File: config.mk
export PLATFORM = sky130hd
export DESIGN_NAME = binary_to_decimal_ascii_unit
export DESIGN_NICKNAME = d
export VERILOG_FILES = /design/src/rtl/b2da_pkg.sv /design/src/rtl/binary_to_decimal_ascii_unit.sv
export SDC_FILE = /design/constraint.sdc
export NUM_CORES = 1
export LEC_CHECK = 0
export BUFFER_PORTS_ARGS = -buffer_cell sky130_fd_sc_hd__buf_4
export CAP_MARGIN = 20
export CORE_ASPECT_RATIO = 0.9
export CORE_MARGIN = 5
export CORE_UTILIZATION = 45
export CTS_CLUSTER_SIZE = 30
export DETAILED_ROUTE_END_ITERATION = 16
export PLACE_DENSITY = 0.62
export REMOVE_ABC_BUFFERS = 1
export SLEW_MARGIN = 20
export SYNTH_ARGS = -nofsm -noshare
export SYNTH_HDL_FRONTEND = slang
export SYNTH_SLANG_ARGS = --single-unit
File: constraint.sdc
create_clock -name clk -period 3.5 [get_ports clk]
set_input_delay 0.7 -clock clk [delete_from_list [all_inputs] [get_ports clk]]
set_output_delay 0.7 -clock clk [all_outputs]
set_load 0.02 [all_outputs]
File: src/rtl/b2da_pkg.sv
package b2da_pkg;

  // Field widths
  localparam int unsigned VALUE_W    = 64;
  localparam int unsigned CHAR_W     = 6;
  localparam int unsigned OUT_DATA_W = 8;

  // Decimal digits needed for the widest unsigned value
  localparam int unsigned NUM_DIGITS = 20;
  localparam int unsigned BCD_W      = 4 * NUM_DIGITS;
  localparam int unsigned BIT_CNT_W  = $clog2(VALUE_W);
  localparam int unsigned DIG_CNT_W  = $clog2(NUM_DIGITS + 1);

  // ASCII codes, cut to the output field width
  localparam logic [CHAR_W-1:0] CHAR_ZERO  = CHAR_W'(48);
  localparam logic [CHAR_W-1:0] CHAR_MINUS = CHAR_W'(45);

  // Converter sequencer states
  typedef enum logic [2:0] {
    ST_IDLE,
    ST_CONV,
    ST_SKIP,
    ST_SIGN,
    ST_EMIT
  } b2da_state_t;

endpackage

File: src/rtl/binary_to_decimal_ascii_unit.sv
// Binary to decimal ASCII converter. Each input transfer carries a 64-bit
// value on in_tdata and a signed flag on in_tuser; the block sends the decimal
// text as one ASCII character per output transfer, most significant digit
// first, with a leading '-' for negative signed values and tlast on the final
// character. Zero gives the single character '0'. The most negative signed
// value gives "-9223372036854775808". One number is handled at a time: the
// binary magnitude is shifted one bit per cycle through a shift-and-add-3
// BCD register, leading zero digits are then dropped one per cycle (up to
// 19 of them), and characters leave one per cycle while the output is taken.
// Dropped zeros and sent digits always add up to 20 digits. The next input
// transfer is taken only after the last character has been offered, and
// output stalls delay it. Most of the time per number goes to the 64-step
// bit-serial conversion loop.
module binary_to_decimal_ascii_unit (
  input  logic                            clk,
  input  logic                            rst_n,
  // in_tdata: value[63:0]
  input  logic [b2da_pkg::VALUE_W-1:0]    in_tdata,
  // in_tuser: is_signed[0]
  input  logic                            in_tuser,
  input  logic                            in_tvalid,
  output logic                            in_tready,
  // out_tdata: ascii_char[5:0], zeros above
  output logic [b2da_pkg::OUT_DATA_W-1:0] out_tdata,
  output logic                            out_tlast,
  output logic                            out_tvalid,
  input  logic                            out_tready
);
  import b2da_pkg::*;

  b2da_state_t            state_r, state_nxt;
  logic [VALUE_W-1:0]     bin_r, bin_nxt;
  logic [BCD_W-1:0]       bcd_r, bcd_nxt;
  logic [BCD_W-1:0]       bcd_adj;
  logic [BIT_CNT_W-1:0]   bit_cnt_r, bit_cnt_nxt;
  logic [DIG_CNT_W-1:0]   dig_cnt_r, dig_cnt_nxt;
  logic                   neg_r, neg_nxt;
  logic                   out_tvalid_r, out_tvalid_nxt;
  logic [CHAR_W-1:0]      out_char_r, out_char_nxt;
  logic                   out_tlast_r, out_tlast_nxt;
  logic                   slot_free;
  logic                   in_neg;
  logic [3:0]             top_digit;

  // Add 3 to every digit of 5 or more before the next shift
  always_comb begin
    for (int d = 0; d < NUM_DIGITS; d++) begin
      if (bcd_r[4*d +: 4] >= 4'd5) begin
        bcd_adj[4*d +: 4] = bcd_r[4*d +: 4] + 4'd3;
      end else begin
        bcd_adj[4*d +: 4] = bcd_r[4*d +: 4];
      end
    end
  end

  assign top_digit = bcd_r[BCD_W-1 -: 4];
  assign slot_free = !out_tvalid_r || out_tready;
  assign in_neg    = in_tuser && in_tdata[VALUE_W-1];

  // Sequencer: next state, datapath and output slot
  always_comb begin
    state_nxt      = state_r;
    bin_nxt        = bin_r;
    bcd_nxt        = bcd_r;
    bit_cnt_nxt    = bit_cnt_r;
    dig_cnt_nxt    = dig_cnt_r;
    neg_nxt        = neg_r;
    out_tvalid_nxt = out_tvalid_r && !out_tready;
    out_char_nxt   = out_char_r;
    out_tlast_nxt  = out_tlast_r;
    in_tready      = 1'b0;

    unique case (state_r)
      ST_IDLE: begin
        in_tready = 1'b1;
        if (in_tvalid) begin
          neg_nxt     = in_neg;
          bin_nxt     = in_neg ? (VALUE_W'(0) - in_tdata) : in_tdata;
          bcd_nxt     = '0;
          bit_cnt_nxt = BIT_CNT_W'(VALUE_W - 1);
          dig_cnt_nxt = DIG_CNT_W'(NUM_DIGITS);
          state_nxt   = ST_CONV;
        end
      end
      ST_CONV: begin
        bcd_nxt     = {bcd_adj[BCD_W-2:0], bin_r[VALUE_W-1]};
        bin_nxt     = {bin_r[VALUE_W-2:0], 1'b0};
        bit_cnt_nxt = bit_cnt_r - BIT_CNT_W'(1);
        if (bit_cnt_r == '0) begin
          state_nxt = ST_SKIP;
        end
      end
      ST_SKIP: begin
        // Drop leading zero digits, keep at least one
        if (top_digit == 4'd0 && dig_cnt_r > DIG_CNT_W'(1)) begin
          bcd_nxt     = {bcd_r[BCD_W-5:0], 4'd0};
          dig_cnt_nxt = dig_cnt_r - DIG_CNT_W'(1);
        end else begin
          state_nxt = neg_r ? ST_SIGN : ST_EMIT;
        end
      end
      ST_SIGN: begin
        if (slot_free) begin
          out_tvalid_nxt = 1'b1;
          out_char_nxt   = CHAR_MINUS;
          out_tlast_nxt  = 1'b0;
          state_nxt      = ST_EMIT;
        end
      end
      ST_EMIT: begin
        if (slot_free) begin
          out_tvalid_nxt = 1'b1;
          out_char_nxt   = CHAR_ZERO + {{(CHAR_W-4){1'b0}}, top_digit};
          out_tlast_nxt  = (dig_cnt_r == DIG_CNT_W'(1));
          bcd_nxt        = {bcd_r[BCD_W-5:0], 4'd0};
          dig_cnt_nxt    = dig_cnt_r - DIG_CNT_W'(1);
          if (dig_cnt_r == DIG_CNT_W'(1)) begin
            state_nxt = ST_IDLE;
          end
        end
      end
      default: begin
        state_nxt = ST_IDLE;
      end
    endcase
  end

  // Control registers
  always_ff @(posedge clk) begin
    if (!rst_n) begin
      state_r      <= ST_IDLE;
      out_tvalid_r <= 1'b0;
    end else begin
      state_r      <= state_nxt;
      out_tvalid_r <= out_tvalid_nxt;
    end
  end

  // Datapath registers
  always_ff @(posedge clk) begin
    bin_r       <= bin_nxt;
    bcd_r       <= bcd_nxt;
    bit_cnt_r   <= bit_cnt_nxt;
    dig_cnt_r   <= dig_cnt_nxt;
    neg_r       <= neg_nxt;
    out_char_r  <= out_char_nxt;
    out_tlast_r <= out_tlast_nxt;
  end

  assign out_tvalid = out_tvalid_r;
  assign out_tdata  = {{(OUT_DATA_W-CHAR_W){1'b0}}, out_char_r};
  assign out_tlast  = out_tlast_r;

endmodule
==> impl_metrics.py <==
metrics = {
    "synthesis": {
        "synthTopCellsByCount": "edfxtp_1, nand2_1, o21ai_0, a21oi_1, nor2_1",
        "synth_area_leaders": "edfxtp_1, o21ai_0, ha_1",
        "yosysMostFrequentCell": "edfxtp_1",
        "ys.flop_type": "edfxtp_1",
        "synth_seq_cells": 166,
        "synthArstFlopShare": 0,
        "synthCells": 1086,
        "syn_area_per_cell_um2": 9.47,
        "ys_types": 57,
        "syn_area_um2": 10300,
        "synth_warnings": 0,
        "yosys.area.top_type": "edfxtp_1",
        "yosysSeqAreaShare": 0.481,
        "synth_top_area_frac": 0.473,
        "synth-edff-count": 162,
    },
    "floorplan": {
        "dieArea_um2": 26000,
        "core_um2": 22500,
        "die_height_um": 153,
        "rows": 52,
        "initial_core_util": 0.457,
        "ioPinCount": 80,
        "die_x_um": 169,
    },
    "placed_design": {
        "dp_hpwl_mm": 14.7,
        "gp_congestion": 0.843,
        "io_buffers": 76,
    },
    "setup_path": {
        "cp.depth": 7,
        "cp_cell_sequence": "buf_4, nor4_2, nand4_2, or2_1, o41ai_2, xor2_1, a21oi_1",
        "crit_fanout": 9,
        "cp-end-kind": "flip-flop",
        "max_stage_delay_ps": 500,
        "critPathTopFamily": "simple AND/OR/NAND/NOR gates",
        "arrival_ps": 2650,
        "crit_type": "primary input to flip-flop",
        "required_ps": 3670,
        "start_kind": "primary input",
        "critPathBufInv": 1,
        "r2r_cells": 7,
        "slowest_stage": "nor4_2",
    },
    "detailed_routing": {
        "wl_met3_um": 906,
        "avgRoutedWirePerCell_um": 14.7,
        "met2WireLength_mm": 9.41,
        "highest-signal-layer": "met4",
        "final_antenna_net_count": 0,
        "viasPerCell": 5.45,
        "wl_met1_mm": 10.8,
        "dr.pass1.iters": 6,
        "drt_iter0_drc": 576,
        "num_vias": 7978,
        "wirelength_mm": 21.5,
        "drc_errors": 0,
    },
    "timing": {
        "rsz0062_at_grt": "no",
        "period_needed_ps": 2480,
        "period_share": 0.708,
        "fin_skew_ps": 11.2,
        "max_freq_ghz": 0.404,
        "hold_viol_final": 0,
        "whs_ps": 519,
        "worst_slew_pin_slew_ps": 875,
        "finalMaxSlewViolations": 0,
        "fin_setup_tns_ps": 0,
        "setup_viol": 0,
        "slew_headroom": 0.417,
    },
    "global_route": {
        "track_usage": 0.168,
        "grt_pass1_vias": 7562,
        "antenna_found_initial": 0,
        "globalRouteOverflowTotal": 0,
        "grt_max_degree": 82,
        "grt_pass1_wl_mm": 36.5,
    },
    "pwr": {
        "ir_drop_uv": 441,
        "cellLeakagePower_nw": 4.18,
        "total_power_mw": 10.1,
        "power.density_nw_per_um2": 853,
    },
    "outcome": {
        "status": "complete, no violations",
    },
    "hold_path": {
        "hold_depth": 2,
        "hp-class": "primary input to flip-flop",
    },
    "clock_network": {
        "cts_buffers": 17,
        "cts_tree": "built",
        "clock_latency_ps": 430,
        "htree_levels": 4,
        "hold_buffers": 0,
        "post_cts_resized": 0,
        "cts_setup_buffers": 0,
        "cts_sinks": 166,
        "clk_path_buf_depth": 2,
        "clkSlewWorstSetupHoldPaths_ps": 70,
        "cts-root-buf": "clkbuf_16",
    },
    "cells_and_area": {
        "drive_above_1_share": 0.121,
        "area_growth_pct": 14.9,
        "final_nets": 1269,
        "utilization": 0.525,
        "antenna_cells": 0,
    },
    "run": {
        "drv_cap": 0,
    },
}
cells by family (layout without fill, tap and decap cells):
kind of cell    after synthesis  after routing  synth area share
simple gates                370            370             0.179
compound gates              311            311             0.168
flops                       166            166             0.481
buf+inv                     100            181            0.0382
xor+xnor                     91             91            0.0775
fa+ha+maj                    45             45            0.0548
other cells                   2              3          0.000730
mux                           1              1          0.000973
final cells by class:
class,count,area [um2]
well taps,297,372
clock inverters,14,126
flip-flops and latches,166,4940
fillers,2101,10700
clock buffers,18,429
repair buffers,97,778
inverters,52,195
multi-input cells,821,4970
through the flow:
step                      setup WS (ps)  cells  area, um2
after CTS                          1020   1465      11800
after detailed placement            588   1433      11300
after global placement              582   1433      11300
after floorplan                   -1020   1039      10100
final                              1020   1465      11800
after global routing                836   1465      11800
routing by layer:
| layer | global-route usage | vias up |
|---|---|---|
| li1 | - | 4031 |
| met1 | 0.247 | 3751 |
| met2 | 0.254 | 172 |
| met3 | 0.0354 | 24 |
| met4 | 0.0429 | 0 |
| met5 | 0 | - |
placed cells by master (no fill, tap or decap), types with 4 or more instances in the layout:
cell and count:
ha_1 45, buf_4 93, or3_1 6, edfxtp_1 162
buf_12 4, nand2_1 133, nor4_1 11, xnor2_1 58
dfxtp_1 4, nor2b_1 10, o31ai_1 20, a22oi_1 6
and2_1 5, or4_1 4, clkbuf_16 17, nor2_1 91
o21ai_0 132, nand3_1 10, nor3_1 16, nor3b_1 31
xor2_1 33, a31oi_1 18, nand4_1 7, inv_1 51
nand2b_1 24, a21oi_1 109, o41ai_1 4, clkinvlp_4 4
flip-flops by register name, indices dropped and copies added (netlist names):
signal	flops
bcd_r	80
bin_r	64
bit_cnt_r	6
dig_cnt_r	5
neg_r	1
out_char_r	5
out_tlast	1
out_tvalid	1
state_r	3
final timing paths:
path / slack [ps] / startpoint / to
min reg2reg: 520 / bin_r[63] / bcd_r[0]
max: 1020 / in_tdata[6] / bin_r[35]
max reg2reg: 1140 / state_r[2] / bcd_r[64]
min: 520 / rst_n / state_r[0]
where the power goes:
part	internal, mW	switching (mW)	leakage (nW)
Clock	0.984	0.819	0.261
Combinational	1.52	2.39	2.30
Sequential	3.66	0.713	1.61
Note: power is estimated with default switching activity, not from simulation.
